--- src/sv/rrfp_pkg.sv ---
// Package for the range report frame parser.
// Holds frame layout constants and shared types; no dependencies.
package rrfp_pkg;

  typedef logic [7:0] byte_t;
  typedef logic [4:0] pos_t;

  localparam int unsigned FrameLen     = 27;
  localparam int unsigned PayloadCount = 19;

  localparam pos_t POS_HDR0      = 5'd0;
  localparam pos_t POS_HDR1      = 5'd1;
  localparam pos_t POS_LEN       = 5'd2;
  localparam pos_t POS_ADDR      = 5'd3;
  localparam pos_t POS_CMD       = 5'd4;
  localparam pos_t POS_PAY_FIRST = 5'd5;
  localparam pos_t POS_PAY_LAST  = 5'd23;
  localparam pos_t POS_SUM_LAST  = 5'd24;
  localparam pos_t POS_TRL0      = 5'd25;
  localparam pos_t POS_TRL1      = 5'd26;

  localparam byte_t HDR0_BYTE   = 8'hAE;
  localparam byte_t HDR1_BYTE   = 8'hA7;
  localparam byte_t TRL0_BYTE   = 8'hBC;
  localparam byte_t TRL1_BYTE   = 8'hBE;
  localparam byte_t CMD_RANGE   = 8'h85;
  localparam byte_t LEN_MIN     = 8'd3;
  localparam byte_t LEN_MAX     = 8'd22;

endpackage

--- src/sv/range_report_frame_parser_unit.sv ---
// Range report frame parser: cuts a byte stream into 27-byte frames and
// reports the decoded measurements once per frame. Depends on rrfp_pkg.
//
//  channel | signals                                   | direction
//  --------+-------------------------------------------+----------
//  input   | in_valid_i, in_ready_o, rx_byte_i         | in
//  output  | out_valid_o, out_ready_i, frame_ok_o,     | out
//          | nine 16-bit measurements, unit_code_o     |
//
// One byte is taken per cycle when ready; the frame position counter and checksum
// accumulator update in the cycle of each beat. The result of a frame is
// registered on the edge that accepts its 27th byte and shows the next cycle.
// in_ready_o drops only while a result waits and out_ready_i is low.
// Reset clears the position, checksum and flags; payload bytes are not reset.
module range_report_frame_parser_unit
  import rrfp_pkg::*;
(
  input  logic               clk_i,
  input  logic               rst_ni,
  input  logic               in_valid_i,
  output logic               in_ready_o,
  input  logic [7:0]         rx_byte_i,
  output logic               out_valid_o,
  input  logic               out_ready_i,
  output logic               frame_ok_o,
  output logic signed [15:0] elevation_o,
  output logic signed [15:0] slant_distance_o,
  output logic signed [15:0] sine_height_o,
  output logic signed [15:0] horizontal_range_o,
  output logic signed [15:0] two_point_height_o,
  output logic signed [15:0] azimuth_o,
  output logic signed [15:0] horizontal_angle_o,
  output logic signed [15:0] span_value_o,
  output logic signed [15:0] velocity_o,
  output logic [7:0]         unit_code_o
);

  pos_t  pos_q, pos_d;
  byte_t sum_q, sum_d;
  byte_t len_q, len_d;
  byte_t chk_q, chk_d;
  logic  good_q, good_d;
  byte_t payload_q [PayloadCount];

  logic       in_fire;
  logic       frame_end;
  logic       frame_ok;
  logic [8:0] chk_pos;
  pos_t       pay_idx;
  logic       out_valid_q;

  assign in_ready_o = !out_valid_q || out_ready_i;
  assign in_fire    = in_valid_i && in_ready_o;
  assign frame_end  = (pos_q == POS_TRL1);
  assign chk_pos    = {1'b0, len_q} + 9'd2;
  assign pay_idx    = pos_q - POS_PAY_FIRST;

  always_comb begin
    pos_d  = pos_q + 5'd1;
    sum_d  = sum_q;
    len_d  = len_q;
    chk_d  = chk_q;
    good_d = good_q;
    case (pos_q)
      POS_HDR0: begin
        if (rx_byte_i != HDR0_BYTE) good_d = 1'b0;
      end
      POS_HDR1: begin
        if (rx_byte_i != HDR1_BYTE) good_d = 1'b0;
      end
      POS_LEN: begin
        len_d = rx_byte_i;
        sum_d = rx_byte_i;
        if (rx_byte_i < LEN_MIN || rx_byte_i > LEN_MAX) good_d = 1'b0;
      end
      POS_ADDR: begin
        sum_d = sum_q + rx_byte_i;
      end
      POS_CMD: begin
        sum_d = sum_q + rx_byte_i;
        if (rx_byte_i != CMD_RANGE) good_d = 1'b0;
      end
      POS_TRL0: begin
        if (rx_byte_i != TRL0_BYTE) good_d = 1'b0;
      end
      POS_TRL1: begin
        if (rx_byte_i != TRL1_BYTE) good_d = 1'b0;
      end
      default: begin
      end
    endcase
    // Bytes before the checksum position add in; the one at it is captured.
    if (pos_q inside {[POS_PAY_FIRST:POS_SUM_LAST]}) begin
      if ({4'd0, pos_q} < chk_pos) begin
        sum_d = sum_q + rx_byte_i;
      end else if ({4'd0, pos_q} == chk_pos) begin
        chk_d = rx_byte_i;
      end
    end
  end

  // The trailer check lands in good_d; sum and check byte are final by now.
  assign frame_ok = good_d && (sum_q == chk_q);

  always_ff @(posedge clk_i or negedge rst_ni) begin
    if (!rst_ni) begin
      pos_q  <= POS_HDR0;
      sum_q  <= '0;
      len_q  <= '0;
      chk_q  <= '0;
      good_q <= 1'b1;
    end else if (in_fire) begin
      if (frame_end) begin
        pos_q  <= POS_HDR0;
        sum_q  <= '0;
        len_q  <= '0;
        chk_q  <= '0;
        good_q <= 1'b1;
      end else begin
        pos_q  <= pos_d;
        sum_q  <= sum_d;
        len_q  <= len_d;
        chk_q  <= chk_d;
        good_q <= good_d;
      end
    end
  end

  always_ff @(posedge clk_i) begin
    if (in_fire && (pos_q inside {[POS_PAY_FIRST:POS_PAY_LAST]})) begin
      payload_q[pay_idx] <= rx_byte_i;
    end
  end

  always_ff @(posedge clk_i or negedge rst_ni) begin
    if (!rst_ni) begin
      out_valid_q <= 1'b0;
    end else if (in_fire && frame_end) begin
      out_valid_q <= 1'b1;
    end else if (out_ready_i) begin
      out_valid_q <= 1'b0;
    end
  end

  // A rejected frame reports all fields as zero.
  always_ff @(posedge clk_i) begin
    if (in_fire && frame_end) begin
      frame_ok_o <= frame_ok;
      if (frame_ok) begin
        elevation_o        <= {payload_q[0],  payload_q[1]};
        slant_distance_o   <= {payload_q[2],  payload_q[3]};
        sine_height_o      <= {payload_q[4],  payload_q[5]};
        horizontal_range_o <= {payload_q[6],  payload_q[7]};
        two_point_height_o <= {payload_q[8],  payload_q[9]};
        azimuth_o          <= {payload_q[10], payload_q[11]};
        horizontal_angle_o <= {payload_q[12], payload_q[13]};
        span_value_o       <= {payload_q[14], payload_q[15]};
        velocity_o         <= {payload_q[16], payload_q[17]};
        unit_code_o        <= payload_q[18];
      end else begin
        elevation_o        <= '0;
        slant_distance_o   <= '0;
        sine_height_o      <= '0;
        horizontal_range_o <= '0;
        two_point_height_o <= '0;
        azimuth_o          <= '0;
        horizontal_angle_o <= '0;
        span_value_o       <= '0;
        velocity_o         <= '0;
        unit_code_o        <= '0;
      end
    end
  end

  assign out_valid_o = out_valid_q;

endmodule

--- config.mk ---
export PLATFORM = sky130hd
export DESIGN_NAME = range_report_frame_parser_unit
export DESIGN_NICKNAME = d
export VERILOG_FILES = /design/src/sv/rrfp_pkg.sv /design/src/sv/range_report_frame_parser_unit.sv
export SDC_FILE = /design/constraint.sdc
export NUM_CORES = 1
export LEC_CHECK = 0
export ABC_AREA = 1
export BUFFER_PORTS_ARGS = -buffer_cell sky130_fd_sc_hd__clkbuf_2
export CAP_MARGIN = 20
export CORE_UTILIZATION = 52
export DETAILED_ROUTE_END_ITERATION = 6
export HOLD_SLACK_MARGIN = 0.08
export PLACE_DENSITY = 0.83
export SYNTH_ARGS = -nofsm -noshare
export SYNTH_HDL_FRONTEND = slang
export SYNTH_SLANG_ARGS = --single-unit
--- constraint.sdc ---
create_clock -name clk_i -period 8.3 [get_ports clk_i]
set_input_delay 0 -clock clk_i [delete_from_list [all_inputs] [get_ports clk_i]]
set_output_delay 0 -clock clk_i [all_outputs]
set_load 0.005 [all_outputs]
==> results.json <==
{
  "status": "completed",
  "power.share.switching_pct": 28.9,
  "fin_worst_skew_ps": 27.8,
  "p_leak_nw": 6.76,
  "regArea_um2": 9940,
  "drtAntennaViolNets": 0,
  "initial_core_util_pct": 52.8,
  "multi_input_area_um2": 2810,
  "grt_max_degree": 90,
  "viasPerCell": 4.95,
  "dieArea_um2": 27000,
  "syn_area_per_cell_um2": 13.0,
  "yosys.cell_types.count": 35,
  "crit_required_ps": 8550,
  "num_rows": 59,
  "fin_crit_sh_pct": 43.6,
  "hpwl_um": 16400,
  "vias": 7964,
  "drv_slew": 0,
  "post_cts_resized": 0,
  "rsz0062_at_grt": "no",
  "routabilityCongestion": 0.924,
  "layout-drive-gt1-share_pct": 25.1,
  "clock_latency_ps": 520,
  "areaGrowthSynthToFinish_pct": 17.1,
  "diodes": 0,
  "drt-initial-drc-count": 654,
  "antenna_found_initial": 0,
  "async_flop_share_pct": 9.23,
  "worstPathMaxFanout": 89,
  "wl_per_cell_um": 16.4,
  "grt_pass1_vias": 7711,
  "grt_pass1_wl_um": 40100,
  "min_period_ps": 3620,
  "fill_cells": 1907,
  "hold_viol": 0,
  "port_buffers": 166,
  "p_clk_share_pct": 33.6,
  "drt-total-wl_um": 26400,
  "worst_slew_pin_slew_ps": 1050,
  "end_kind": "register",
  "nNetsFinal": 1281,
  "hold_class": "in2async",
  "crit_type": "reg2reg",
  "power_density_nw_per_um2": 276,
  "synth.yosys.seq_area_share_pct": 72.6,
  "htreeDepth": 2,
  "combPwrFrac_pct": 19.2,
  "cts_tree": "built",
  "setup_viol": 0,
  "gr-total-overflow": 0,
  "slew-limit-headroom_pct": 29.9,
  "drt_first_pass_iters": 5,
  "grt.total_usage_pct": 19.7,
  "cp-start-kind": "register",
  "final_common_cell": "edfxtp_1",
  "path_clk_slew_ps": 60,
  "cts_root_buf": "clkbuf_16",
  "switchingPower_mw": 1.28,
  "die_w_um": 164,
  "power_frac_seq_pct": 47.3,
  "max_cap_viol_count": 0,
  "die_y_um": 164,
  "clkSinkCount": 336,
  "arrival_ps": 3870,
  "power_mw": 4.42,
  "max_freq_ghz": 0.276,
  "vdd_drop_max_mv": 0.162,
  "synth_warnings": 0,
  "drc": 0,
  "synth.cell_area_um2": 13700,
  "ys_ff_latch": 336,
  "syn_nets": 1086,
  "netlist_instances": 1054,
  "final_cell_mix": "edfxtp_1, inv_1, clkbuf_2",
  "synth_edf_count": 305,
  "synth_flop_cell": "edfxtp_1",
  "cts-buffers-inserted": 34,
  "num_io_pins": 167,
  "fin_tns_setup_ps": 0,
  "intPower_mw": 3.14,
  "core_um2": 25900,
  "ctsLongestPathBuffers": 3
}
[cell usage after synthesis (all sizes together) (8+ instances only)]
cell      n  area (um^2)
xor2     12          105
nand4     8         50.1
ha       19          238
nand2   149          579
edfxtp  305         9160
o21ai    20          100
buf      17          161
dfrtp    30          751
a21oi    12         60.1
nand3    36          185
inv     204          768
nor2    211         1310
[final timing paths]
check                      cells past startpoint              endpoint  slack [ps]    startpoint
setup / recovery                              15  slant_distance_o[13]        4680      pos_q[0]
hold / removal                                 2              pos_q[4]         130        rst_ni
setup reg to reg                              15  slant_distance_o[13]        4680      pos_q[0]
hold reg to reg                                2              chk_q[1]         500      chk_q[1]
max in group asynchronous                      2           out_valid_o        7630        rst_ni
min in group clk_i                             3              chk_q[7]         150  rx_byte_i[7]
[logic make-up after synthesis]
kind of cell / synth area share (%)
fa+ha+maj: 1.88
simple gates: 16.2
buf+inv: 6.93
flops: 72.6
xor+xnor: 0.832
compound gates: 1.52
[power groups by stage]
stage	Combinational, mW	Clock, mW	Sequential (mW)
floorplan	0.644	0	2.10
global placement	0.806	0	2.12
detailed placement	0.837	0	2.12
CTS	0.843	1.51	2.09
global route	0.967	1.57	2.10
finish	0.847	1.49	2.09
[worst max-delay path, stage by stage (launching register included)]
cell	delay [ps]
dfrtp_1	420
inv_1	220
ha_1	240
nand2_2	120
nor2_4	300
nor2_8	70
nand2_2	80
nor2_4	40
inv_2	40
nand2_1	40
nand2_1	80
nand2_2	90
nand2_8	620
buf_4	410
buf_16	340
nor2_1	120
[metrics by stage]
stage	cell area, um^2	worst slack, ps	util, %	hold slack, ps	instances
global route	16000	4460	61.8	189	1609
floorplan	13700	2170	-	-296	1054
CTS	16000	4350	61.7	128	1608
detailed placement	14800	4400	57.2	142	1541
finish	16000	4680	61.8	131	1609
global placement	14800	4570	57.2	138	1541
[per-layer routing]
layer / GRT usage [%] / vias up / part of all wire [%]
met5: 0 / - / 0
met2: 32.9 / 277 / 49
li1: - / 3809 / -
met1: 25.4 / 3815 / 41
met3: 3.01 / 63 / 5.7
met4: 9.22 / 0 / 3.6
[final cells by class]
class	instances	share of cell area, %
Sequential cell	336	62.0
Multi-Input combinational cell	492	17.6
Timing Repair Buffer	181	6.11
Clock buffer	43	5.84
Inverter	204	4.80
Tap cell	335	2.62
Clock inverter	18	1.05
[timing repair]
action | 4_1_cts | 5_1_grt
hold endpoints to repair | 112 | 0
hold buffers | 6 | 0
setup buffers | 0 | 0
[flip-flops by register name, summed over array words and instances (netlist names)]
register and flops:
horizontal_angle_o 16, chk_q 8, payload_q 152, horizontal_range_o 16, out_valid_o 1, azimuth_o 16, sine_height_o 16, slant_distance_o 16
velocity_o 16, frame_ok_o 1, two_point_height_o 16, len_q 8, unit_code_o 8, span_value_o 16, sum_q 8, good_q 1
pos_q 5, elevation_o 16
(Power assumes the default switching activity.)
